[src/rtl/core/tbdc_pkg.sv]
package tbdc_pkg;

	localparam int GROUP_COUNT     = 25;
	localparam int SLOTS_PER_GROUP = 256;
	localparam int TOTAL_SLOTS     = GROUP_COUNT * SLOTS_PER_GROUP;
	localparam int ADDR_W          = 13;
	localparam int KEY_W           = 41;
	localparam int ENTRY_W         = KEY_W + 1;

	localparam logic [4:0] FLAT_GROUP  = 5'd24;
	localparam logic [2:0] CLASS_MAX   = 3'd4;
	localparam logic [7:0] HASH_Y_MASK = 8'hF0;

	typedef enum logic [1:0] {
		STAT_HIT    = 2'd0,
		STAT_INSERT = 2'd1,
		STAT_FULL   = 2'd2
	} status_t;

	typedef struct packed {
		logic [4:0]  group;
		logic [7:0]  start;
		logic [7:0]  block_x;
		logic [7:0]  block_y;
		logic        textured;
		logic [23:0] colour;
		logic [15:0] coord;
	} request_t;

	typedef struct packed {
		status_t     status;
		logic [4:0]  size_group;
		logic [7:0]  slot_index;
		logic [7:0]  list_position;
		logic [7:0]  block_x;
		logic [7:0]  block_y;
		logic [15:0] coord_record;
	} result_t;

	function automatic logic [2:0] size_class(input logic [9:0] extent);
		logic [10:0] v;
		logic [2:0]  n;
		v = ({1'b0, extent} + 11'd1) >> 2;
		priority if (v >= 11'd16) n = CLASS_MAX;
		else if (v >= 11'd8) n = 3'd3;
		else if (v >= 11'd4) n = 3'd2;
		else if (v >= 11'd2) n = 3'd1;
		else n = 3'd0;
		return n;
	endfunction

endpackage

[src/rtl/core/tbdc_queue.sv]
module tbdc_queue import tbdc_pkg::*; (
	input  logic     clk,
	input  logic     arst_n,
	input  logic     push,
	input  request_t push_data,
	output logic     full,
	input  logic     pop,
	output logic     not_empty,
	output request_t pop_data
);

	request_t   data_q [2];
	logic       wr_ptr_q;
	logic       rd_ptr_q;
	logic [1:0] count_q;

	assign full      = (count_q == 2'd2);
	assign not_empty = (count_q != 2'd0);
	assign pop_data  = data_q[rd_ptr_q];

	always_ff @(posedge clk or negedge arst_n) begin
		if (!arst_n) begin
			wr_ptr_q <= 1'b0;
			rd_ptr_q <= 1'b0;
			count_q  <= 2'd0;
		end else begin
			if (push) wr_ptr_q <= !wr_ptr_q;
			if (pop) rd_ptr_q <= !rd_ptr_q;
			count_q <= count_q + {1'b0, push} - {1'b0, pop};
		end
	end

	always_ff @(posedge clk) begin
		if (push) data_q[wr_ptr_q] <= push_data;
	end

endmodule

[config.mk]
export PLATFORM = sky130hd
export DESIGN_NAME = tbdc_queue
export DESIGN_NICKNAME = d
export VERILOG_FILES = /design/src/rtl/core/tbdc_pkg.sv /design/src/rtl/core/tbdc_queue.sv
export SDC_FILE = /design/constraint.sdc
export NUM_CORES = 1
export LEC_CHECK = 0
export BUFFER_PORTS_ARGS = -buffer_cell sky130_fd_sc_hd__buf_2
export CAP_MARGIN = 20
export CELL_PAD_IN_SITES_DETAIL_PLACEMENT = 0
export CELL_PAD_IN_SITES_GLOBAL_PLACEMENT = 1
export CORE_MARGIN = 2
export CORE_UTILIZATION = 45
export DETAILED_ROUTE_END_ITERATION = 12
export PLACE_DENSITY_LB_ADDON = 0.1
export SKIP_LAST_GASP = 1
export SLEW_MARGIN = 20
export SYNTH_ARGS = -nofsm -noshare
export SYNTH_HDL_FRONTEND = slang
export SYNTH_SLANG_ARGS = --single-unit
[constraint.sdc]
create_clock -name clk -period 4.8 [get_ports clk]
set_input_delay 1.2 -clock clk [delete_from_list [all_inputs] [get_ports clk]]
set_output_delay 1.2 -clock clk [all_outputs]
set_load 0.1 [all_outputs]
# --- After elaboration in Yosys (flattened, before gate mapping) ---
# Memory sizes are Yosys's and may differ from the RTL's.
# Cells that the tools add are included.
totals:
  regBits: 4
  mem_bits_rw: 140
  inputBits: 74
  output_inout_bits: 72
  word_cells: 12
  n_memories: 1
mem_list:
  columns: ["name", "words", "word_bits", "read_ports", "rd_ports_with_merged_regs", "write_ports", "line", "rtl"]
  rows:
  - ["data_q", 2, 70, 1, 0, 1, "tbdc_queue.sv:12", "request_t data_q [2];"]
classes:
  add_sub_neg: 2
  eq_ne: 1
  muxes: 2
  reduce_logical: 3
ops:
  columns: ["op", "count"]
  rows:
  - ["$add 2x1->2", 1]
  - ["$eq 2x2->1 const B", 1]
  - ["$logic_not 1->1", 2]
  - ["$mux 1", 2]
  - ["$reduce_bool 2->1", 1]
  - ["$sub 2x1->2", 1]

# --- Depth between registers and ports, before layout ---
# Gate-level depths: netlist of run 1.
logic_depth:
  word_depth: 2
  mapped_depth: 5
  ltp_nobuf: 5

# --- Worst setup path after synthesis of run 1 ---
# No wires, ideal clock.
synth_path:
  kind: "input to register"
  startpoint: "in push"
  endpoint: "mem data_q[0][0] in the netlist's numbering (enable)"
  setup_ps: 507
  arrival_time_ps: 4271
  setup_slack_ps: 22
  stages: 1
  path_buffers: 0
  path_cell_list: "nor2b_1"
synth_between:
  elab_chain_len: 2
synth_lines:
  columns: ["item", "line", "rtl"]
  rows:
  - ["start, declared", "tbdc_queue.sv:4", "input logic push,"]
  - ["$mux 1", "tbdc_queue.sv:34", "if (push) data_q[wr_ptr_q] <= push_data;"]
  - ["$mux 1 (not written as such)", "tbdc_queue.sv:34", null]
  - ["end, declared", "tbdc_queue.sv:12", null]
# No other way between the ends.

==> results of run 1 <==
-- sequential cells by signal (all words and copies together), names as in the netlist --
signal and flops:
count_q 2, data_q 140, rd_ptr_q 1, wr_ptr_q 1
-- worst paths after layout --
path	end
max in group asynchronous	rd_ptr_q$_DFFE_PN0P_
setup reg to reg	data_q[1][11]$_DFFE_PP_
setup / recovery	pop_data[50]
hold reg to reg	wr_ptr_q$_DFFE_PN0P_
min in group asynchronous	rd_ptr_q$_DFFE_PN0P_
hold / removal	wr_ptr_q$_DFFE_PN0P_
-- cells by family (layout without fill, tap and decap cells) --
group,Yosys count,after routing,share of synthesized area
XOR/XNOR,3,3,0.00737
AND/OR/NAND/NOR,4,4,0.00447
adder cells (fa/ha/maj),2,2,0.00447
multiplexers,70,70,0.187
flip-flops,144,144,0.768
buffers and inverters,10,182,0.0284
-- metrics by stage --
stage / utilization / setup WS, ns / area (µm²) / hold slack, ns / cells
6_report: 0.590 / 1.31 / 7110 / 0.540 / 573
5_1_grt: 0.590 / 1.21 / 7110 / 0.568 / 573
4_1_cts: 0.590 / 1.26 / 7110 / 0.545 / 573
3_5_place_dp: 0.535 / 1.72 / 6450 / 0.536 / 541
3_3_place_gp: 0.535 / 1.72 / 6450 / 0.528 / 541
2_1_floorplan: - / 0.0224 / 5600 / 0.455 / 233
-- cell usage after synthesis --
cell,number
buf_12,7
inv_1,2
and2_1,1
mux2_4,69
edfxtp_1,140
dfrtp_1,4
or2_2,1
xor2_1,2
xor3_1,1
mux2_2,1
nor2b_1,2
ha_1,2
buf_6,1
-- per-layer routing --
| layer | GRT usage | part of all wire | vias to the layer above |
|---|---|---|---|
| met1 | 0.170 | 0.41 | 1285 |
| met4 | 0.0747 | 0.017 | 0 |
| li1 | - | - | 1244 |
| met3 | 0.0591 | 0.077 | 16 |
| met2 | 0.221 | 0.49 | 96 |
| met5 | 0 | 0 | - |
-- layout make-up --
class,count,area [µm²]
sequential,144,4310
timing repair buffer,148,773
multi-input combinational,79,1150
tap,168,210
fill,912,4950
clock inverter,15,241
clock buffer,17,425
inverter,2,7.51
==> metrics.md, run 1 <==
| Metric | Value |
|---|---|
| Ys Warns | `0` |
| Crit path max-delay family | `flip-flops` |
| Most common cell after layout, fill and taps aside | `buf_2` |
| Routed vias | `2,641` |
| N_diodes | `0` |
| GRT Util Overall | `0.142` |
| Fin. Hold Viols | `0` |
| Yosys cell types | `13` |
| RSZ-0062 raised after global routing | `false` |
| Area Growth Syn to Fin | `27.0%` |
| Skew final | `0.00536 ns` |
| Setup repair bufs after CTS | `0` |
| Die area | `13,400 µm²` |
| DRC violations left | `0` |
| Synth area leaders | `edfxtp_1 (75%), mux2_4 (18%), buf_12 (2.5%), dfrtp_1 (1.8%), ha_1 (0.45%)` |
| Max cap viols | `0` |
| WS Path Type | `reg2out` |
| Die Span Y | `116 µm` |
| Min-delay src | `wr_ptr_q$_DFFE_PN0P_` |
| Cell depth of the worst hold path | `1` |
| Io pins | `146` |
| Antenna Nets Post-Route | `0` |
| Row count | `40` |
| GPL Wtd Cong | `0.694` |
| Post-Route WL | `9290 µm` |
| CP Data Required Time | `3.60 ns` |
| Layout cells sized above 1 | `0.627` |
| Clk sinks | `144` |
| Final Slew Violations | `0` |
| Final-report setup violation count | `0` |
| Vias in the first global route | `2,664` |
| Peak Freq | `287 MHz` |
| Htree depth | `4` |
| Post-CTS Hold Fix Bufs | `0` |
| Largest net degree at the start of global routing | `71` |
| WP buf/inv | `2` |
| Crit. path cell count | `3` |
| Die width | `116 µm` |
| Reg clk slew, reported paths | `0.06 ns` |
| Avg Cell Area, Syn | `24.0 µm²` |
| Worst r2r src | `wr_ptr_q$_DFFE_PN0P_` |
| Total gr overflow | `0` |
| CTS tree | `built` |
| First-pass GRT wire length | `13,500 µm` |
| Via-to-Cell Ratio | `4.61` |
| Worst-path fanout max | `42` |
| WP data arrival | `2.29 ns` |
| Worst-Margin Slew | `0.949 ns` |
| CTS root buf | `clkbuf_16` |
| Mapped Area | `5600 µm²` |
| Sequential fraction of the synthesis area | `0.768` |
| Initial antenna violation count | `0` |
| CP Capture Type | `output port` |
| TNS Setup | `0 ns` |
| Slowest CP cell | `dfrtp_4` |
| Worst reg-to-reg setup slack | `3.17 ns` |
| Number of buffers created by CTS | `17` |
| Syn Inst Count | `233` |
| CP startpoint kind | `flip-flop` |
| Drt wl/cell | `16.2 µm` |
| Initial core utilization | `0.464` |
| DRT Pass-1 Iters | `4` |
| Total of cells resized after clock tree synthesis | `0` |
| Final Cycle Share | `0.726` |
| Outcome | `completed` |
| R2R depth | `1` |
| Longest Clk Path Bufs | `2` |
| Hold Crit Class | `reg2reg` |
| Commonest cells after routing, fill and taps aside | `buf_2 (145), edfxtp_1 (140), mux2_4 (69)` |
| Syn_nets | `309` |
| Share of the synthesized area in the top cell type | `0.751` |
| Clk Latency, worst-skew pair | `0.41 ns` |
| FF+latch count, synth | `144` |
| Core ar. | `12,100 µm²` |
| Final net count | `468` |
| Crit-path cells | `buf_12 > mux2_4 > buf_2` |
| CP max stage delay | `0.80 ns` |
| DP HPWL | `5900 µm` |
| Crit. Startpoint | `rd_ptr_q$_DFFE_PN0P_` |
| Tmin final | `3.49 ns` |
| Port Buffers | `145` |
| Iter 0 DRT Violations | `156` |
| Slew headroom | `0.367` |
| Area leader, netlist | `edfxtp_1` |
Power of run 1 is not shown: default switching activity piles up to over one toggle a cycle in this logic, so the estimate is an artifact.
==> inputs of run 2 (changes only) <==
==> constraint.sdc (replaced) <==
create_clock -name clk -period 3.4 [get_ports clk]
set_input_delay 0.85 -clock clk [delete_from_list [all_inputs] [get_ports clk]]
set_output_delay 0.85 -clock clk [all_outputs]
set_load 0.1 [all_outputs]
==> run 2 against run 1 <==
  * Routed wire length shrank 1.9%
  * Final area shrank 1.5%
  * Non-clock buffer count grew 2
  * Critical path type unchanged
  * Critical endpoint is now pop_data[29]
  * Largest cell class unchanged
  * Highest routed layer is now met5
==> metrics.md, run 2 (same netlist as run 1, synthesis figures left out) <==
| Metric | Value |
|---|---|
| CP Capture Type | `output port` |
| Final-report setup violation count | `0` |
| Final Slew Violations | `0` |
| WP data arrival | `2.15 ns` |
| Port Buffers | `145` |
| N_diodes | `0` |
| Hold Crit Class | `in2async` |
| Largest Register | `data_q` |
| Number of buffers created by CTS | `17` |
| Outcome | `completed` |
| Total of cells resized after clock tree synthesis | `0` |
| Longest Clk Path Bufs | `2` |
| Final Cycle Share | `0.884` |
| GRT Util Overall | `0.142` |
| DRT Pass-1 Iters | `4` |
| First-pass GRT wire length | `13,400 µm` |
| Htree depth | `4` |
| Post-Route WL | `9120 µm` |
| Most common cell after layout, fill and taps aside | `buf_2` |
| CP startpoint kind | `flip-flop` |
| Max reg flops | `140` |
| Largest regs | `data_q x140, count_q x2` |
| Antenna Nets Post-Route | `0` |
| Die Span Y | `116 µm` |
| Core ar. | `12,100 µm²` |
| Total gr overflow | `0` |
| Io pins | `146` |
| Slew headroom | `0.593` |
| CTS root buf | `clkbuf_16` |
| Final net count | `470` |
| WS Path Type | `reg2out` |
| DRC violations left | `0` |
| Worst-Margin Slew | `0.610 ns` |
| Initial antenna violation count | `1` |
| CP Data Required Time | `2.55 ns` |
| Clk sinks | `144` |
| Iter 0 DRT Violations | `86` |
| RSZ-0062 raised after global routing | `false` |
| Worst-path fanout max | `31` |
| Post-CTS Hold Fix Bufs | `0` |
| Tmin final | `3.00 ns` |
| Setup repair bufs after CTS | `0` |
| Clk Latency, worst-skew pair | `0.41 ns` |
| GPL Wtd Cong | `0.693` |
| Drt wl/cell | `15.9 µm` |
| TNS Setup | `0 ns` |
| Reg clk slew, reported paths | `0.05 ns` |
| CTS tree | `built` |
| Largest net degree at the start of global routing | `38` |
| Commonest cells after routing, fill and taps aside | `buf_2 (145), edfxtp_1 (140), mux2_4 (69)` |
| Initial core utilization | `0.464` |
| Die width | `116 µm` |
| Row count | `40` |
| Skew final | `0.00866 ns` |
| Layout cells sized above 1 | `0.600` |
| Vias in the first global route | `2,716` |
| Peak Freq | `333 MHz` |
| Via-to-Cell Ratio | `4.57` |
| Area Growth Syn to Fin | `25.1%` |
| Fin. Hold Viols | `0` |
| Max cap viols | `0` |
| Die area | `13,400 µm²` |
| Routed vias | `2,627` |
run 2: cell types whose count changed in the layout (fill, tap and decap cells not counted), sizes merged:
cell,change
clkbuf,+12
bufinv,-5
clkinvlp,-5
buf,+2
clkinv,-2
run 2: path summary, 6_finish.rpt:
path / start / to / slack (ns) / depth (start not counted)
max: rd_ptr_q$_DFFE_PN0P_ / pop_data[29] / 0.40 / 3
min: arst_n / count_q[0]$_DFF_PN0_ / 0.23 / 1
max reg2reg: wr_ptr_q$_DFFE_PN0P_ / data_q[0][14]$_DFFE_PP_ / 1.74 / 2
min reg2reg: wr_ptr_q$_DFFE_PN0P_ / wr_ptr_q$_DFFE_PN0P_ / 0.54 / 1
max in group asynchronous: arst_n / rd_ptr_q$_DFFE_PN0P_ / 3.02 / 1
min in group clk: wr_ptr_q$_DFFE_PN0P_ / wr_ptr_q$_DFFE_PN0P_ / 0.54 / 1
run 2: per-layer routing:
metal | vias up | global-route usage | wire length (µm)
met1 | 1276 | 0.155 | 3650
li1 | 1244 | - | -
met5 | - | 0 | 11
met4 | 2 | 0.0819 | 177
met3 | 18 | 0.0513 | 582
met2 | 87 | 0.241 | 4700
run 2: through the flow:
stage | cells | setup WS [ns] | cell area [µm²] | hold slack [ns] | utilization
after floorplan | 233 | 0.283 | 5600 | 0.473 | -
after global placement | 543 | 0.788 | 6490 | 0.527 | 0.538
after detailed placement | 543 | 0.789 | 6490 | 0.534 | 0.538
after CTS | 575 | 0.344 | 7010 | 0.220 | 0.581
after global routing | 575 | 0.310 | 7010 | 0.225 | 0.581
final | 575 | 0.396 | 7010 | 0.235 | 0.581
run 2: area by class of cell:
type / count / area (µm²)
well taps: 168 / 210
clock buffers: 29 / 480
inverters: 2 / 7.51
flip-flops and latches: 144 / 4310
clock inverters: 3 / 38.8
multi-input cells: 79 / 1150
fillers: 937 / 5050
repair buffers: 150 / 813
run 2: critical path: stages (launching register included):
cell     delay, ns
dfrtp_4       0.82
buf_12        0.28
mux2_4        0.33
buf_2         0.29
Power of run 2 is left out for the same reason.
==> inputs of run 3 (changes only) <==
--- a/config.mk
+++ b/config.mk
@@ -10,7 +10,7 @@
 export CELL_PAD_IN_SITES_DETAIL_PLACEMENT = 0
 export CELL_PAD_IN_SITES_GLOBAL_PLACEMENT = 1
 export CORE_MARGIN = 2
-export CORE_UTILIZATION = 45
+export CORE_UTILIZATION = 40
 export DETAILED_ROUTE_END_ITERATION = 12
 export PLACE_DENSITY_LB_ADDON = 0.1
 export SKIP_LAST_GASP = 1
==> constraint.sdc (replaced) <==
create_clock -name clk -period 2.5 [get_ports clk]
set_input_delay 0.625 -clock clk [delete_from_list [all_inputs] [get_ports clk]]
set_output_delay 0.625 -clock clk [all_outputs]
set_load 0.1 [all_outputs]
==> run 3 against run 2 <==
  * Sequential share of layout area down 5.3 points
  * Clock-buffer cell count down 6
  * Critical path depth increased by 1
  * Worst hold slack better by 0.17 ns
  * Die area is 12% higher
  * Flip-flop and latch count is the same
  * Critical endpoint is now pop_data[40]
  * Global-route usage fell by 0.32 points
  * Register-to-register slack got worse by 0.76 ns
  * Via count grew 2.3%
==> metrics.md, run 3 (same netlist as run 1, synthesis figures left out) <==
| Metric | Value |
|---|---|
| Outcome | `completed` |
| CTS tree | `built` |
| Reg clk slew, reported paths | `0.06 ns` |
| Peak Freq | `410 MHz` |
| Layout cells sized above 1 | `0.606` |
| GRT Util Overall | `0.139` |
| DRT Pass-1 Iters | `3` |
| Total gr overflow | `0` |
| Crit-path cells | `buf_16 > buf_12 > mux2_4 > buf_12` |
| Initial core utilization | `0.407` |
| Commonest cells after routing, fill and taps aside | `edfxtp_1 (140), buf_2 (106), mux2_4 (69)` |
| Number of buffers created by CTS | `17` |
| WP data arrival | `1.81 ns` |
| Final hold slack | `0.401 ns` |
| Die width | `122 µm` |
| WS Path Type | `reg2out` |
| Slowest CP cell | `dfrtp_4` |
| Max cap viols | `0` |
| Clk sinks | `144` |
| Clk Latency, worst-skew pair | `0.41 ns` |
| Tmin final | `2.44 ns` |
| Final Cycle Share | `0.975` |
| Initial antenna violation count | `1` |
| Routed vias | `2,688` |
| Io pins | `146` |
| Layout fillers | `1,114` |
| CP Data Required Time | `1.88 ns` |
| DRC violations left | `0` |
| Post-Route WL | `9990 µm` |
| Crit path to | `pop_data[40]` |
| R2R depth | `2` |
| Final Slew Violations | `0` |
| Core ar. | `13,800 µm²` |
| Worst r2r dst | `data_q[0][26]$_DFFE_PP_` |
| Worst reg-to-reg setup slack | `0.98 ns` |
| Skew final | `0.00731 ns` |
| WP buf/inv | `3` |
| Longest Clk Path Bufs | `2` |
| Hold Crit Class | `in2reg` |
| Crit path max-delay family | `buffers and inverters` |
| Worst-Margin Slew | `0.515 ns` |
| Die area | `15,000 µm²` |
| Vias in the first global route | `2,759` |
| First-pass GRT wire length | `14,600 µm` |
| Area Growth Syn to Fin | `36.9%` |
| CTS root buf | `clkbuf_16` |
| Fin. Hold Viols | `0` |
| CP Capture Type | `output port` |
| RSZ-0062 raised after global routing | `false` |
| Worst path most repeated cell | `buf_12` |
| Largest net degree at the start of global routing | `58` |
| GPL Wtd Cong | `0.743` |
| CP startpoint kind | `flip-flop` |
| Largest regs | `data_q x140, count_q x2` |
| Final core occ | `0.557` |
| Crit. path cell count | `4` |
| Row count | `43` |
| Final net count | `474` |
| Most common cell after layout, fill and taps aside | `edfxtp_1` |
| CP max stage delay | `0.53 ns` |
| Htree depth | `4` |
| Slew headroom | `0.659` |
| Largest Register | `data_q` |
| Max reg flops | `140` |
| Port Buffers | `145` |
| DP HPWL | `6720 µm` |
| Iter 0 DRT Violations | `107` |
| TNS Setup | `0 ns` |
| Die Span Y | `122 µm` |
| Crit. Startpoint | `rd_ptr_q$_DFFE_PN0P_` |
| Worst-path fanout max | `26` |
| Drt wl/cell | `16.9 µm` |
| Worst r2r src | `wr_ptr_q$_DFFE_PN0P_` |
| Antenna Nets Post-Route | `0` |
| Via-to-Cell Ratio | `4.54` |
| Final-report setup violation count | `0` |
## run 3: cell count changes in the layout (fill, tap and decap cells not counted), sizes merged
cell | previous run | this run
clkbuf | 29 | 24
dlygate4sd3 | 0 | 1
buf | 150 | 152
diode | 0 | 1
clkinvlp | 0 | 1
clkinv | 2 | 7
## run 3: timing repair
item | CTS | global route
gates resized for setup | 1 | 1
gates cloned | 0 | 0
endpoints found under the hold margin | 4 | 0
hold buffers | 1 | 0
setup buffers | 1 | 0
pin swaps | 0 | 0
endpoints found under the setup margin | 43 | 1
## run 3: worst min path at each step
stage / from / endpoint / cells past startpoint
floorplan: arst_n / count_q[0]$_DFF_PN0_ / 0
global placement: arst_n / count_q[0]$_DFF_PN0_ / 1
detailed placement: arst_n / count_q[1]$_DFF_PN0_ / 1
CTS: push_data[47] / data_q[0][47]$_DFFE_PP_ / 1
global route: push_data[36] / data_q[0][36]$_DFFE_PP_ / 1
finish: push_data[47] / data_q[0][47]$_DFFE_PP_ / 1
## run 3: cell type report
class | instances | area [µm²] | share of cell area
clock buffer | 23 | 448 | 0.0584
timing repair buffer | 154 | 1460 | 0.191
clock inverter | 9 | 67.6 | 0.00881
multi-input combinational | 79 | 1150 | 0.150
antenna | 1 | 2.50 | 0.000326
inverter | 2 | 7.51 | 0.000979
tap | 180 | 225 | 0.0294
sequential | 144 | 4310 | 0.562
## run 3: routing by layer
metal | part of all wire | vias up | global-route usage
met5 | 0 | - | 0
met4 | 0.019 | 0 | 0.0625
met3 | 0.072 | 15 | 0.0544
met2 | 0.51 | 92 | 0.226
met1 | 0.40 | 1321 | 0.163
li1 | - | 1260 | -
## run 3: through the flow
stage	instance area (µm²)	instances	worst slack (ns)
after floorplan	5610	233	0.161
after global routing	7670	591	0.00785
after CTS	7670	591	0.0255
after detailed placement	7130	557	0.382
after global placement	7130	557	0.382
final	7670	592	0.0621
Power of run 3 is left out for the same reason.
