===== config.mk =====
export PLATFORM = sky130hd
export DESIGN_NAME = tbdc_front_flat
export DESIGN_NICKNAME = d
export VERILOG_FILES = /design/src/rtl/core/tbdc_pkg.sv /design/src/rtl/core/tbdc_if.sv /design/src/rtl/core/tbdc_front.sv /design/src/flat_wrapper.sv
export SDC_FILE = /design/constraint.sdc
export NUM_CORES = 1
export LEC_CHECK = 0
export BUFFER_PORTS_ARGS = -buffer_cell sky130_fd_sc_hd__buf_2
export CAP_MARGIN = 25
export CORE_UTILIZATION = 55
export DETAILED_ROUTE_END_ITERATION = 10
export GPL_ROUTABILITY_DRIVEN = 0
export PLACE_DENSITY_LB_ADDON = 0.3
export SLEW_MARGIN = 40
export SYNTH_ARGS = -nofsm -noshare
export SYNTH_HDL_FRONTEND = slang
export SYNTH_SLANG_ARGS = --single-unit

===== constraint.sdc =====
create_clock -name clk -period 9.85 [get_ports clk]
set_input_delay 0.4925 -clock clk [delete_from_list [all_inputs] [get_ports clk]]
set_output_delay 0.4925 -clock clk [all_outputs]
set_load 0.05 [all_outputs]

===== src/rtl/core/tbdc_pkg.sv =====
package tbdc_pkg;

	localparam int GROUP_COUNT     = 25;
	localparam int SLOTS_PER_GROUP = 256;
	localparam int TOTAL_SLOTS     = GROUP_COUNT * SLOTS_PER_GROUP;
	localparam int ADDR_W          = 13;
	localparam int KEY_W           = 41;
	localparam int ENTRY_W         = KEY_W + 1;

	localparam logic [4:0] FLAT_GROUP  = 5'd24;
	localparam logic [2:0] CLASS_MAX   = 3'd4;
	localparam logic [7:0] HASH_Y_MASK = 8'hF0;

	typedef enum logic [1:0] {
		STAT_HIT    = 2'd0,
		STAT_INSERT = 2'd1,
		STAT_FULL   = 2'd2
	} status_t;

	typedef struct packed {
		logic [4:0]  group;
		logic [7:0]  start;
		logic [7:0]  block_x;
		logic [7:0]  block_y;
		logic        textured;
		logic [23:0] colour;
		logic [15:0] coord;
	} request_t;

	typedef struct packed {
		status_t     status;
		logic [4:0]  size_group;
		logic [7:0]  slot_index;
		logic [7:0]  list_position;
		logic [7:0]  block_x;
		logic [7:0]  block_y;
		logic [15:0] coord_record;
	} result_t;

	function automatic logic [2:0] size_class(input logic [9:0] extent);
		logic [10:0] v;
		logic [2:0]  n;
		v = ({1'b0, extent} + 11'd1) >> 2;
		priority if (v >= 11'd16) n = CLASS_MAX;
		else if (v >= 11'd8) n = 3'd3;
		else if (v >= 11'd4) n = 3'd2;
		else if (v >= 11'd2) n = 3'd1;
		else n = 3'd0;
		return n;
	endfunction

endpackage


===== src/rtl/core/tbdc_if.sv =====
interface tbdc_req_if;
	logic       valid;
	logic       ready;
	logic       req_type;
	logic [9:0] corner_a_x;
	logic [9:0] corner_a_y;
	logic [9:0] corner_b_x;
	logic [9:0] corner_b_y;
	logic [9:0] corner_c_x;
	logic [9:0] corner_c_y;
	logic [7:0] red;
	logic [7:0] green;
	logic [7:0] blue;

	modport source(output valid, req_type, corner_a_x, corner_a_y, corner_b_x, corner_b_y,
		corner_c_x, corner_c_y, red, green, blue, input ready);
	modport sink(input valid, req_type, corner_a_x, corner_a_y, corner_b_x, corner_b_y,
		corner_c_x, corner_c_y, red, green, blue, output ready);
endinterface



===== src/rtl/core/tbdc_front.sv =====
module tbdc_front import tbdc_pkg::*; #(
	parameter int COORD_BITS = 16
) (
	input  logic     clk,
	input  logic     arst_n,
	input  logic     busy,
	tbdc_req_if.sink req,
	input  logic     q_full,
	output logic     q_push,
	output request_t q_data
);

	logic                  valid_s1;
	logic                  flat_s1;
	logic [9:0]            ax_s1, ay_s1, bx_s1, by_s1, cx_s1, cy_s1;
	logic [23:0]           colour_s1;
	logic [15:0]           coord_s1;
	logic [COORD_BITS-1:0] cnt_q;
	logic [15:0]           cnt16;
	logic                  accept;

	logic signed [11:0] ax, ay, bx, by, cx, cy;
	logic signed [11:0] dw, dh, ws, hs, w, h, x, y;
	logic [9:0]         ux, uy;
	logic [2:0]         wc, hc;
	logic [4:0]         cls;
	logic [7:0]         bxu, byu;

	generate
		if (COORD_BITS >= 16) begin : g_wide
			assign cnt16 = cnt_q[15:0];
		end else begin : g_narrow
			assign cnt16 = {{(16-COORD_BITS){1'b0}}, cnt_q};
		end
	endgenerate

	assign q_push    = valid_s1 && !q_full;
	assign req.ready = !busy && (!valid_s1 || q_push);
	assign accept    = req.valid && req.ready;

	always_ff @(posedge clk or negedge arst_n) begin
		if (!arst_n) begin
			valid_s1 <= 1'b0;
			cnt_q    <= '0;
		end else begin
			if (accept) begin
				valid_s1 <= 1'b1;
				cnt_q    <= cnt_q + 1'b1;
			end else if (q_push) begin
				valid_s1 <= 1'b0;
			end
		end
	end

	always_ff @(posedge clk) begin
		if (accept) begin
			flat_s1   <= req.req_type;
			ax_s1     <= req.corner_a_x;
			ay_s1     <= req.corner_a_y;
			bx_s1     <= req.corner_b_x;
			by_s1     <= req.corner_b_y;
			cx_s1     <= req.corner_c_x;
			cy_s1     <= req.corner_c_y;
			colour_s1 <= {req.blue, req.green, req.red};
			coord_s1  <= cnt16;
		end
	end

	always_comb begin
		ax = {2'b00, ax_s1};
		ay = {2'b00, ay_s1};
		bx = {2'b00, bx_s1};
		by = {2'b00, by_s1};
		cx = {2'b00, cx_s1};
		cy = {2'b00, cy_s1};
		dw = cx - ax;
		dh = cy - ay;
		ws = (dw == 12'sd0) ? (bx - ax) : dw;
		hs = (dh == 12'sd0) ? (by - ay) : dh;
		w  = ws[11] ? -ws : ws;
		h  = hs[11] ? -hs : hs;

		x = ax;
		y = ay;
		priority if (ax < bx) begin
			if (ay <= cy) begin
				if (cy > by) begin
					x = bx - w;
					y = by;
				end
			end else if (cx > ax) begin
				x = cx - w;
				y = cy;
			end else begin
				x = cx;
				y = cy;
			end
		end else if (ax == bx) begin
			if (ay < by) begin
				if (!(cx > ax)) x = ax - w;
			end else if (ay > by) begin
				priority if (bx < cx) begin
					x = bx;
					y = by;
				end else if (cy > by) begin
					x = bx - w;
					y = by;
				end else begin
					x = cx;
					y = cy;
				end
			end
		end else begin
			priority if (by > cy) begin
				if (cx > bx) begin
					x = bx;
					y = by - h;
				end else begin
					x = cx;
					y = cy;
				end
			end else if (by < cy) begin
				x = bx;
				y = by;
			end else if (ay > cy) begin
				x = bx;
				y = by;
			end else begin
				x = ax - w;
			end
		end

		ux  = x[11] ? 10'd0 : x[9:0];
		uy  = y[11] ? 10'd0 : y[9:0];
		bxu = ux[9:2];
		byu = uy[9:2];
		wc  = size_class(w[9:0]);
		hc  = size_class(h[9:0]);
		cls = {hc, 2'b00} + {2'b00, hc} + {2'b00, wc};

		q_data.textured = !flat_s1;
		q_data.colour   = colour_s1;
		q_data.coord    = coord_s1;
		if (flat_s1) begin
			q_data.group   = FLAT_GROUP;
			q_data.start   = 8'd0;
			q_data.block_x = 8'd0;
			q_data.block_y = 8'd0;
		end else begin
			q_data.group   = FLAT_GROUP - cls;
			q_data.start   = (byu & HASH_Y_MASK) + {4'd0, bxu[7:4]};
			q_data.block_x = bxu;
			q_data.block_y = byu;
		end
	end

endmodule


===== src/flat_wrapper.sv =====
// flat-port wrapper written by rule: the top's interface ports become plain ports
module tbdc_front_flat import tbdc_pkg::*;
#(
	parameter int COORD_BITS = 16
)
  (clk, arst_n, busy, q_full, q_push, q_data, req_valid, req_req_type, req_corner_a_x, req_corner_a_y, req_corner_b_x, req_corner_b_y, req_corner_c_x, req_corner_c_y, req_red, req_green, req_blue, req_ready);
  tbdc_req_if req_i ();
  input  logic clk;
  input  logic arst_n;
  input  logic busy;
  input  logic q_full;
  output logic q_push;
  output request_t q_data;
  input wire logic [$bits(req_i.valid)-1:0] req_valid;
  input wire logic [$bits(req_i.req_type)-1:0] req_req_type;
  input wire logic [$bits(req_i.corner_a_x)-1:0] req_corner_a_x;
  input wire logic [$bits(req_i.corner_a_y)-1:0] req_corner_a_y;
  input wire logic [$bits(req_i.corner_b_x)-1:0] req_corner_b_x;
  input wire logic [$bits(req_i.corner_b_y)-1:0] req_corner_b_y;
  input wire logic [$bits(req_i.corner_c_x)-1:0] req_corner_c_x;
  input wire logic [$bits(req_i.corner_c_y)-1:0] req_corner_c_y;
  input wire logic [$bits(req_i.red)-1:0] req_red;
  input wire logic [$bits(req_i.green)-1:0] req_green;
  input wire logic [$bits(req_i.blue)-1:0] req_blue;
  output wire logic [$bits(req_i.ready)-1:0] req_ready;
  assign req_i.valid = req_valid;
  assign req_i.req_type = req_req_type;
  assign req_i.corner_a_x = req_corner_a_x;
  assign req_i.corner_a_y = req_corner_a_y;
  assign req_i.corner_b_x = req_corner_b_x;
  assign req_i.corner_b_y = req_corner_b_y;
  assign req_i.corner_c_x = req_corner_c_x;
  assign req_i.corner_c_y = req_corner_c_y;
  assign req_i.red = req_red;
  assign req_i.green = req_green;
  assign req_i.blue = req_blue;
  assign req_ready = req_i.ready;
  tbdc_front #(.COORD_BITS(COORD_BITS)) u_core (.clk(clk), .arst_n(arst_n), .busy(busy), .req(req_i), .q_full(q_full), .q_push(q_push), .q_data(q_data));
endmodule

# == After elaboration in Yosys (flattened, before gate mapping) ==
# Index checks and enable logic that the tools add are counted.
# word_totals
output_inout_bits,72
register_bits,118
inputBits,90
# op_classes
order_cmp,19
muxes,43
eq_ne,1
n_addsub,17
n_reduce_logical,11
# op_table
cell,count
$mux 12,25
$mux 10,7
$gt 10x10->1,6
$sub 11x12->12,4
$sub 10x10->11,4
$lt 10x10->1,4
$mux 29,1
$logic_not 12->1,2
$neg 12->12,2
$add 10x1->11 const B,2
$ge 9x2->1 const B,2
$ge 9x3->1 const B,2
$ge 9x4->1 const B,2
$ge 9x5->1 const B,2
$mux 3,6
$add 16x1->16 const B,1
$add 5x3->5,2
$eq 10x10->1,1
$le 10x10->1,1
$add 8x4->8,1
$sub 5x5->5 const A,1
$logic_not 1->1,4
$mux 1,4
$logic_and 1x1->1,3
other kinds (2),2

# == Logic depth before layout (Yosys ltp) ==
# Gate-level depths: netlist (run 1).
# logic_depth
ltp_word,15
depth_mapped,28
ltp_nobuf,27

# == Worst setup path before layout (run 1) ==
# OpenSTA, ideal clock, no wires.
# synth_timing
path_type,reg-to-output
startpoint,register u_core.ax_s1[0]
endpoint,output port q_data[60] (netlist name)
stages_incl_launch_ff,24
t_required_ns,9.358
arrival_ns,6.947
setup_slack_ns,2.411
path_buffers,1
cell_sequence,edfxtp_1 -> ha_1 -> fa_1 -> nand2b_1 -> a21oi_1 -> o211a_1 -> o31ai_1 -> a2111o_1 -> o21ai_0 -> inv_1 -> ha_1 -> nand2_1 -> o31ai_1 -> xnor2_1 -> ha_1 -> or4_1 -> a2111oi_1 -> a21oi_1 -> a21oi_1 -> xnor2_1 -> nand2_1 -> a211o_1 -> a221oi_1 -> buf_4
# synth_lines
item,line_no,rtl
from (decl),tbdc_front.sv:15,"logic [9:0] ax_s1, ay_s1, bx_s1, by_s1, cx_s1, cy_s1;"
from (signal assigned),tbdc_front.sv:58,ax_s1 <= req.corner_a_x;
to (decl),flat_wrapper.sv:13,output request_t q_data;

==> results of run 1 <==
## worst paths after layout
| check | from | end | slack (ps) | cells past startpoint |
|---|---|---|---|---|
| setup / recovery | u_core.cx_s1[3] | q_data[69] | 1550 | 25 |
| hold / removal | req_corner_c_x[1] | u_core.cx_s1[1] | 240 | 1 |
| max in group asynchronous | arst_n | u_core.cnt16[9] | 9040 | 2 |
| min in group asynchronous | arst_n | u_core.cnt16[14] | 520 | 2 |
| setup reg to reg | u_core.valid_s1 | u_core.cnt16[10] | 7200 | 7 |
| hold reg to reg | u_core.cnt16[15] | u_core.cnt16[15] | 480 | 1 |
## metal layers
| layer | vias up | global-route usage, % |
|---|---|---|
| li1 | 5075 | - |
| met1 | 5074 | 45.60 |
| met2 | 784 | 54.50 |
| met3 | 193 | 9.797 |
| met4 | 0 | 19.09 |
| met5 | - | 0 |
## metrics by stage
stage / instances / power, mW / hold WS [ps] / util (%)
2_1_floorplan: 1240 / 1.307 / 196.9 / -
3_3_place_gp: 1640 / 1.511 / 437.0 / 61.89
3_5_place_dp: 1640 / 1.527 / 434.0 / 61.97
4_1_cts: 1673 / 2.167 / 224.1 / 65.10
5_1_grt: 1673 / 2.294 / 228.3 / 65.19
6_report: 1673 / 2.192 / 235.3 / 65.19
## report_power, final
part           total (mW)  internal, mW  switching (mW)
Clock               0.633         0.363           0.270
Combinational       0.940         0.328           0.611
Sequential          0.619         0.582          0.0370
Total                2.19          1.27           0.919
## synth_stat cells (all sizes together) (11+ instances only)
| master | instances | share of area [%] |
|---|---|---|
| a31oi | 20 | 1.1 |
| nand3 | 32 | 1.5 |
| a21oi | 107 | 4.9 |
| a21o | 39 | 2.7 |
| a311oi | 12 | 0.95 |
| o21a | 16 | 1.1 |
| nor3 | 27 | 1.4 |
| o31ai | 11 | 0.79 |
| edfxtp | 101 | 28 |
| or2 | 11 | 0.62 |
| and2 | 11 | 0.62 |
| o211ai | 30 | 2.1 |
| inv | 85 | 2.9 |
| xor2 | 26 | 2.1 |
| ha | 105 | 12 |
| nand2b | 14 | 0.82 |
| nor2 | 99 | 3.4 |
| or3 | 14 | 0.84 |
| nor2b | 16 | 0.91 |
| nand4 | 21 | 1.2 |
| o21ai | 80 | 3.6 |
| and3 | 11 | 0.62 |
| a211oi | 32 | 2.2 |
| buf | 13 | 0.82 |
| nand2 | 76 | 2.6 |
| dfrtp | 17 | 3.9 |
| clkbuf | 27 | 0.92 |
| xnor2 | 41 | 3.4 |
## worst max-delay path: stages (launching register included)
cell       delay [ps]
edfxtp_1          470
ha_1              430
o21ai_0           150
a21o_1            170
a311oi_1          580
o221ai_2          370
a2111o_1          500
o21ai_0           360
inv_1             140
ha_1              270
and3_1            160
nand3_1           100
and2_1            160
o21ai_0           110
xor2_1            700
o2111ai_1         390
fa_1              600
inv_1              40
ha_1              330
ha_1              320
a21o_1            160
a21oi_1           170
xnor2_1           100
and2_1            160
mux2i_1           160
buf_2             300
## flip-flops by register name, indices dropped and copies added, names as in the netlist
signal	count
u_core.bx_s1	10
u_core.ax_s1	10
u_core.cnt16	16
u_core.valid_s1	1
u_core.coord_s1	16
u_core.cy_s1	10
u_core.cx_s1	10
u_core.flat_s1	1
u_core.colour_s1	24
u_core.ay_s1	10
u_core.by_s1	10
## kinds of logic after synthesis
logic type,count (synthesis),synth area share (%)
xor gates and xnor gates,67,5.493
and+or+nand+nor,356,16.05
muxes,10,0.9307
DFF,118,31.37
adders and majority gates,111,13.01
buffers and inverters,125,4.631
AOI/OAI and AO/OA,453,28.52
## timing repair
action                                  CTS  global route
endpoints found under the hold margin    17             0
hold buffers                              1             0
endpoints found under the setup margin    0             0
## cell type report
cell class	instances	area (um2)	area share (%)
Multi-Input combinational cell	997	7093	55.73
Sequential cell	118	3458	27.17
Timing Repair Buffer	176	924.6	7.264
Clock buffer	17	425.4	3.342
Tap cell	265	331.6	2.605
Inverter	85	319.1	2.507
Clock inverter	15	176.4	1.386
==> metrics.md, run 1 <==
| Metric | Value |
|---|---|
| Status | finished, final reports clean |
| Fin. Hold Viols | 0 |
| Peak supply drop | 0.1653 mV |
| Remaining Overflow, GRT | 0 |
| Ratio of cells with drive above 1 in the final layout | 17.61% |
| Worst-Margin Slew | 859.9 ps |
| DR WL met3 | 4.346 mm |
| Most common cell after layout, fill and taps aside | buf_2 |
| Relative slew slack | 42.23% |
| Placed wire-length estimate | 27.33 mm |
| IO buf count | 161 |
| Met2 WL | 15.79 mm |
| DRC marker count from the first detailed-route iteration | 1405 |
| FILL cells | 1614 |
| Mean area per synthesized cell | 8.891 um2 |
| Initial antenna violation count | 1 |
| Class of the worst hold path | primary input to flop |
| Std cell rows | 51 |
| Via density | 6.650 |
| Starting Density | 56.46% |
| Final #Nets | 1596 |
| Most frequent cells in the layout | 161 x buf_2, 107 x a21oi_1, 105 x ha_1, 101 x edfxtp_1, 98 x nor2_1 |
| Final Skew | 11.77 ps |
| PwrDens | 172.2 mW/mm2 |
| Synth warn | 0 |
| RSZ-0062 raised after global routing | no |
| Maximum clock path buffer count | 2 |
| Resize count post-CTS | 0 |
| Layout area overhead | 15.46% |
| CTS tree | yes |
| Num Clock Sinks | 118 |
| Yosys cell types | 91 |
| Largest net degree at the start of global routing | 73 |
| Pre-CTS WS | 2149 ps |
| Worst skew pair latency | 430 ps |
| Critical Path RT | 9360 ps |
| TritonCTS buffer count | 17 |
| M1 wire length | 14.07 mm |
| DRT Pass-1 Iters | 7 |
| Ports | 162 |
| Ant. Diodes | 0 |
| Die Y | 143.6 um |
| WS Path Type | flop to output pin |
| Number of synthesized register bits | 118 |
| CORE AREA | 0.01953 mm2 |
| Mapped Cells | 1240 |
| Main synth FF type | edfxtp_1 |
| Root buffer cell | clkbuf_16 |
| H-Tree Depth | 4 |
| Final Slew Violations | 0 |
| Crit path capture type | output pin |
| Final Setup Violations | 0 |
| Via count of the first global-routing pass | 10490 |
| Post-Syn Nets | 1441 |
| Total global routing track utilization | 35.59% |
| Post-synth EDFFs | 101 |
| Crit Path Max Fanout | 9 |
| Routed vias | 11130 |
| Placed cell areas | 0.01210 mm2 |
| DIE AREA | 0.02061 mm2 |
| Sequential fraction of the synthesis area | 31.37% |
| Pleak | 5.413 nW |
| Syn Std Cell Area | 0.01102 mm2 |
| Design Area, Final | 0.01273 mm2 |
| Top sig layer | met4 |
| First-pass GRT wire length | 55.83 mm |
| Clk pin slew, worst setup/hold paths | 70 ps |
| Chip Width | 143.6 um |
| CP Launch Type | flop |
| F_max | 0.1205 GHz |
| Worst EP arrival | 7810 ps |
| Routed len/inst | 21.54 um |
| DRT antenna net count | 0 |
| DR DRC count | 0 |
| Final worst slack | 1552 ps |
| Maximum Capacitance Violations | 0 |
| Drt total wl | 36.04 mm |
| Asr flop ratio synth | 14.41% |
| Final min period | 8298 ps |
| Setup_tns | 0 ps |
| Setup bufs post-CTS | 0 |
| Period utilisation layout | 84.24% |
Note: power is estimated with default switching activity, not from simulation.
==> run 2: changes to the inputs <==
- ABC_AREA: default -> 1
- clock period: 9.85 -> 7.7 ns (I/O delays scaled with it)
==> metrics.md, run 2 <==
| Metric | Value |
|---|---|
| Worst EP arrival | 6190 ps |
| Final Slew Violations | 0 |
| Final Skew | 19.36 ps |
| Design Area, Final | 0.01260 mm2 |
| Resize count post-CTS | 0 |
| Std cell rows | 51 |
| DRC marker count from the first detailed-route iteration | 1203 |
| Crit path capture type | output pin |
| Ant. Diodes | 0 |
| Worst hold path depth | 1 |
| Area contributors post-synth | edfxtp_1 28%, nand2_1 14%, ha_1 12%, inv_1 6.5%, a21oi_1 6.2% |
| Syn Std Cell Area | 0.01094 mm2 |
| Peak supply drop | 0.2145 mV |
| DRT Pass-1 Iters | 5 |
| Routed vias | 11150 |
| Status | finished, final reports clean |
| Finished Core Util | 64.76% |
| Main synth FF type | edfxtp_1 |
| CTS tree | yes |
| Via density | 5.796 |
| Post-Place Cells | 1890 |
| Hold Buf Count CTS | 1 |
| F_max | 0.1522 GHz |
| PwrDens | 220.7 mW/mm2 |
| Clk pin slew, worst setup/hold paths | 60 ps |
| WS Path Type | flop to output pin |
| Placed wire-length estimate | 25.44 mm |
| Via count of the first global-routing pass | 10400 |
| Final min period | 6571 ps |
| Final Setup Violations | 0 |
| Number of synthesized register bits | 118 |
| DR DRC count | 0 |
| R2r setup slk | 5360 ps |
| Pre-CTS WS | 1677 ps |
| RSZ-0062 raised after global routing | no |
| Non-Filler Instances | 1923 |
| Layout area overhead | 15.24% |
| Worst R2R End | u_core.cnt16[10] |
| Top post-synthesis cells by count | 397 x nand2_1, 189 x inv_1, 136 x a21oi_1 |
| Slowest stage delay, CP | 560 ps |
| Chip Width | 143.0 um |
| CP Launch Type | flop |
| Drt total wl | 33.49 mm |
| Top cell type's share of synthesized area | 27.73% |
| Starting Density | 56.19% |
| Mean area per synthesized cell | 7.340 um2 |
| Pleak | 6.224 nW |
| Period utilisation layout | 85.34% |
| Worst-Margin Slew | 860.9 ps |
| Ratio of cells with drive above 1 in the final layout | 15.32% |
| Post-Syn Nets | 1691 |
| Worst skew pair latency | 430 ps |
| Relative slew slack | 42.47% |
| CORE AREA | 0.01946 mm2 |
| Sequential fraction of the synthesis area | 31.62% |
| Die Y | 143.0 um |
| Initial antenna violation count | 0 |
| Critical Path RT | 7320 ps |
| Remaining Overflow, GRT | 0 |
| Ports | 162 |
| CP max stage cell | xor2_1 |
| Final worst slack | 1129 ps |
| Mapped Cells | 1490 |
| Root buffer cell | clkbuf_16 |
| Most common cell after layout, fill and taps aside | nand2_1 |
| TritonCTS buffer count | 17 |
| Placed cell areas | 0.01198 mm2 |
| Hold path endpoint | u_core.ay_s1[1] |
| H-Tree Depth | 4 |
| Yosys cell types | 59 |
| Top reg by flops | u_core.colour_s1 |
| Crit Path Max Fanout | 5 |
| Largest register FFs | 24 |
| Crit-path most repeated cell | nand3_1 |
| First-pass GRT wire length | 51.71 mm |
| Top-count cell post-synth | nand2_1 |
| Final #Nets | 1846 |
| Most frequent cells in the layout | 397 x nand2_1, 188 x inv_1, 161 x buf_2, 136 x a21oi_1, 105 x ha_1 |
| Post-synth EDFFs | 101 |
| Fin. Hold Viols | 0 |
| Setup bufs post-CTS | 0 |
| DIE AREA | 0.02045 mm2 |
| FILL cells | 1657 |
| Synth warn | 0 |
| R2r startpoint | u_core.valid_s1 |
| DRT antenna net count | 0 |
| Class of the worst hold path | primary input to flop |
| Total global routing track utilization | 33.14% |
| R2R depth | 9 |
| Routed len/inst | 17.41 um |
| Yosys top cell by area | edfxtp_1 |
| Asr flop ratio synth | 14.41% |
| Num Clock Sinks | 118 |
| Maximum clock path buffer count | 2 |
| IO buf count | 161 |
| Maximum Capacitance Violations | 0 |
| Setup_tns | 0 ps |
| Worst hold path startpoint | req_corner_a_y[1] |
| Largest net degree at the start of global routing | 73 |
[run 2: cell types whose count changed after synthesis, sizes merged, moves of 24 or more]
| cell | before | now |
|---|---|---|
| a21oi | 107 | 137 |
| nand3 | 32 | 106 |
| nand2 | 76 | 405 |
| a211oi | 32 | 8 |
| inv | 85 | 200 |
| a21o | 39 | 6 |
[run 2: worst max path at each step]
stage                          from          to  slack (ps)  cells after the start
global placement    u_core.ax_s1[0]  q_data[69]        1850                     33
CTS                 u_core.ax_s1[0]  q_data[69]        1220                     33
global route        u_core.ax_s1[0]  q_data[69]         670                     33
detailed placement  u_core.ax_s1[0]  q_data[69]        1680                     33
finish              u_core.ax_s1[7]  q_data[69]        1130                     32
floorplan           u_core.ax_s1[0]  q_data[57]        1890                     30
[run 2: final cells by class]
| type | instances | area [um2] | share of cell area, % |
|---|---|---|---|
| multi-input combinational | 1137 | 6570 | 52.13 |
| sequential | 118 | 3458 | 27.44 |
| timing repair buffer | 168 | 864.6 | 6.860 |
| inverter | 203 | 764.5 | 6.066 |
| clock buffer | 19 | 442.9 | 3.514 |
| tap | 265 | 331.6 | 2.631 |
| clock inverter | 13 | 171.4 | 1.360 |
[run 2: cells by family after synthesis]
logic type | Yosys count | synth area share [%]
buf+inv | 235 | 8.374
simple gates | 679 | 26.87
compound gates | 296 | 15.73
flops | 118 | 31.62
fa+ha+maj | 111 | 13.11
xor+xnor | 51 | 4.290
[run 2: per-stage QoR]
| stage | total power [mW] | hold slack (ps) |
|---|---|---|
| floorplan | 1.652 | 89.41 |
| global placement | 1.893 | 336.7 |
| detailed placement | 1.914 | 333.5 |
| CTS | 2.762 | 115.1 |
| global route | 2.929 | 114.4 |
| finish | 2.781 | 125.7 |
[run 2: routing by layer]
layer / track usage (%) / routed length (um) / up-vias
met5: 0 / 0 / -
met4: 14.71 / 1292 / 0
met3: 9.893 / 4313 / 127
met2: 50.53 / 14210 / 687
met1: 43.28 / 13670 / 4974
li1: - / - / 5357
[run 2: worst max-delay path, delay by kind of cell (launching register included)]
family                     cells  cell delay (ps)
and+or+nand+nor               18             1980
adders and majority gates      5             1870
buffers and inverters          6              710
xor gates and xnor gates       2              700
DFF                            1              410
AOI/OAI and AO/OA              1              100
[run 2: power by group]
group / switching (mW) / internal, mW / total (mW)
Combinational: 0.787 / 0.369 / 1.16
Clock: 0.318 / 0.522 / 0.840
Sequential: 0.0415 / 0.743 / 0.784
Total: 1.15 / 1.63 / 2.78
==> run 3: changes to the inputs <==
- CORE_ASPECT_RATIO: default -> 1.4
==> metrics.md, run 3 (synthesis gave the netlist of run 2 again) <==
| Metric | Value |
|---|---|
| Setup bufs post-CTS | 0 |
| Logic gate share of total power | 42.8% |
| Most common cell after layout, fill and taps aside | nand2_1 |
| H-Tree Depth | 4 |
| Routed vias | 11330 |
| Placed wire-length estimate | 26.33 mm |
| F_max | 0.1527 GHz |
| Family with the most delay on the worst path | adder cells |
| Most frequent cells in the layout | 397 x nand2_1, 188 x inv_1, 161 x buf_2, 136 x a21oi_1, 105 x ha_1 |
| CP max stage cell | fa_1 |
| Ratio of cells with drive above 1 in the final layout | 15.54% |
| DRC marker count from the first detailed-route iteration | 962 |
| DRT antenna net count | 0 |
| Switching Share | 42.77% |
| DIE AREA | 0.02046 mm2 |
| Drt total wl | 35.03 mm |
| Clk pin slew, worst setup/hold paths | 60 ps |
| Largest net degree at the start of global routing | 62 |
| Ant. Diodes | 0 |
| Setup_tns | 0 ps |
| Final Slew Violations | 0 |
| Maximum Capacitance Violations | 0 |
| WS Path Type | flop to output pin |
| First-pass GRT wire length | 54.62 mm |
| Largest register FFs | 24 |
| Die Y | 168.9 um |
| IO buf count | 161 |
| Period utilisation layout | 85.06% |
| Worst EP arrival | 6160 ps |
| Class of the worst hold path | primary input to flop |
| CP Launch Type | flop |
| Worst skew pair latency | 430 ps |
| PwrDens | 217.8 mW/mm2 |
| Worst path bufs/invs | 5 |
| Crit path capture type | output pin |
| Chip Width | 121.2 um |
| Resize count post-CTS | 0 |
| DR DRC count | 0 |
| Starting Density | 56.47% |
| Routed len/inst | 18.36 um |
| Crit Path Max Fanout | 6 |
| Sw power | 1.171 mW |
| Final Skew | 8.227 ps |
| Status | finished, final reports clean |
| Remaining Overflow, GRT | 0 |
| CORE AREA | 0.01937 mm2 |
| Ports | 162 |
| Slowest stage delay, CP | 530 ps |
| RSZ-0062 raised after global routing | no |
| Via count of the first global-routing pass | 10920 |
| Peak supply drop | 0.1900 mV |
| Num Clock Sinks | 118 |
| Internal Power | 1.567 mW |
| Std cell rows | 60 |
| Root buffer cell | clkbuf_16 |
| Final Setup Violations | 0 |
| Pleak | 6.230 nW |
| Maximum clock path buffer count | 2 |
| Total power | 2.738 mW |
| Reg power frac | 28.6% |
| Total global routing track utilization | 35.22% |
| Layout area overhead | 14.95% |
| Relative slew slack | 41.49% |
| TritonCTS buffer count | 17 |
| Final #Nets | 1848 |
| Final min period | 6549 ps |
| Top reg by flops | u_core.colour_s1 |
| Initial antenna violation count | 0 |
| DRT Pass-1 Iters | 6 |
| CTS tree | yes |
| Fin. Hold Viols | 0 |
| Via density | 5.936 |
| Clock group share of total power | 28.6% |
| Worst-Margin Slew | 875.5 ps |
| Critical Path RT | 7320 ps |
[run 3: metal layers]
layer / track usage (%) / wire length [um] / up-vias
met1: 37.11 / 11770 / 5081
met3: 7.244 / 2972 / 221
li1: - / - / 5365
met5: 0 / 0 / -
met2: 60.00 / 17130 / 659
met4: 29.15 / 3150 / 0
[run 3: worst paths after layout]
| path | startpoint | cells past startpoint | slack (ps) | to |
|---|---|---|---|---|
| setup / recovery | u_core.ax_s1[0] | 31 | 1150 | q_data[69] |
| hold / removal | req_green[5] | 1 | 120 | u_core.colour_s1[13] |
| setup reg to reg | u_core.valid_s1 | 9 | 5210 | u_core.cnt16[10] |
| hold reg to reg | u_core.cnt16[7] | 0 | 470 | u_core.coord_s1[7] |
| max in group asynchronous | arst_n | 2 | 7010 | u_core.cnt16[0] |
| min in group asynchronous | arst_n | 2 | 400 | u_core.cnt16[6] |
[run 3: per-stage QoR]
| step | std cells | setup slack (ps) | util [%] | area (um2) | hold WS [ps] |
|---|---|---|---|---|---|
| 4_1_cts | 1908 | 1193 | 64.90 | 12570 | 115.8 |
| 3_3_place_gp | 1875 | 1776 | 61.83 | 11980 | 326.1 |
| 6_report | 1908 | 1151 | 64.91 | 12570 | 125.0 |
| 5_1_grt | 1908 | 582.3 | 64.91 | 12570 | 117.3 |
| 2_1_floorplan | 1490 | 1890 | - | 10940 | 89.41 |
| 3_5_place_dp | 1875 | 1678 | 61.89 | 11990 | 329.0 |
[run 3: worst register-to-register path, delay by kind of cell (launching register included)]
family	cells	cell delay, ps
compound gates	1	170
xor+xnor	1	150
simple gates	6	1190
buf+inv	1	470
flops	1	400
[run 3: final cells by class]
type | count | area [um2]
clock buffer | 18 | 429.2
fill | 1679 | 6797
multi-input combinational | 1137 | 6590
sequential | 118 | 3458
inverter | 203 | 764.5
timing repair buffer | 170 | 875.8
clock inverter | 14 | 143.9
tap | 248 | 310.3
[run 3: timing repair]
action	CTS	global route
endpoints found under the setup margin	0	0
hold buffers	1	0
hold endpoints to repair	17	0
[run 3: power by group through the flow]
stage | Sequential [mW] | Clock, mW | Combinational [mW]
finish | 0.783 | 0.783 | 1.17
global route | 0.786 | 0.811 | 1.28
CTS | 0.781 | 0.793 | 1.14
detailed placement | 0.794 | 0 | 1.13
global placement | 0.792 | 0 | 1.11
floorplan | 0.820 | 0 | 0.832
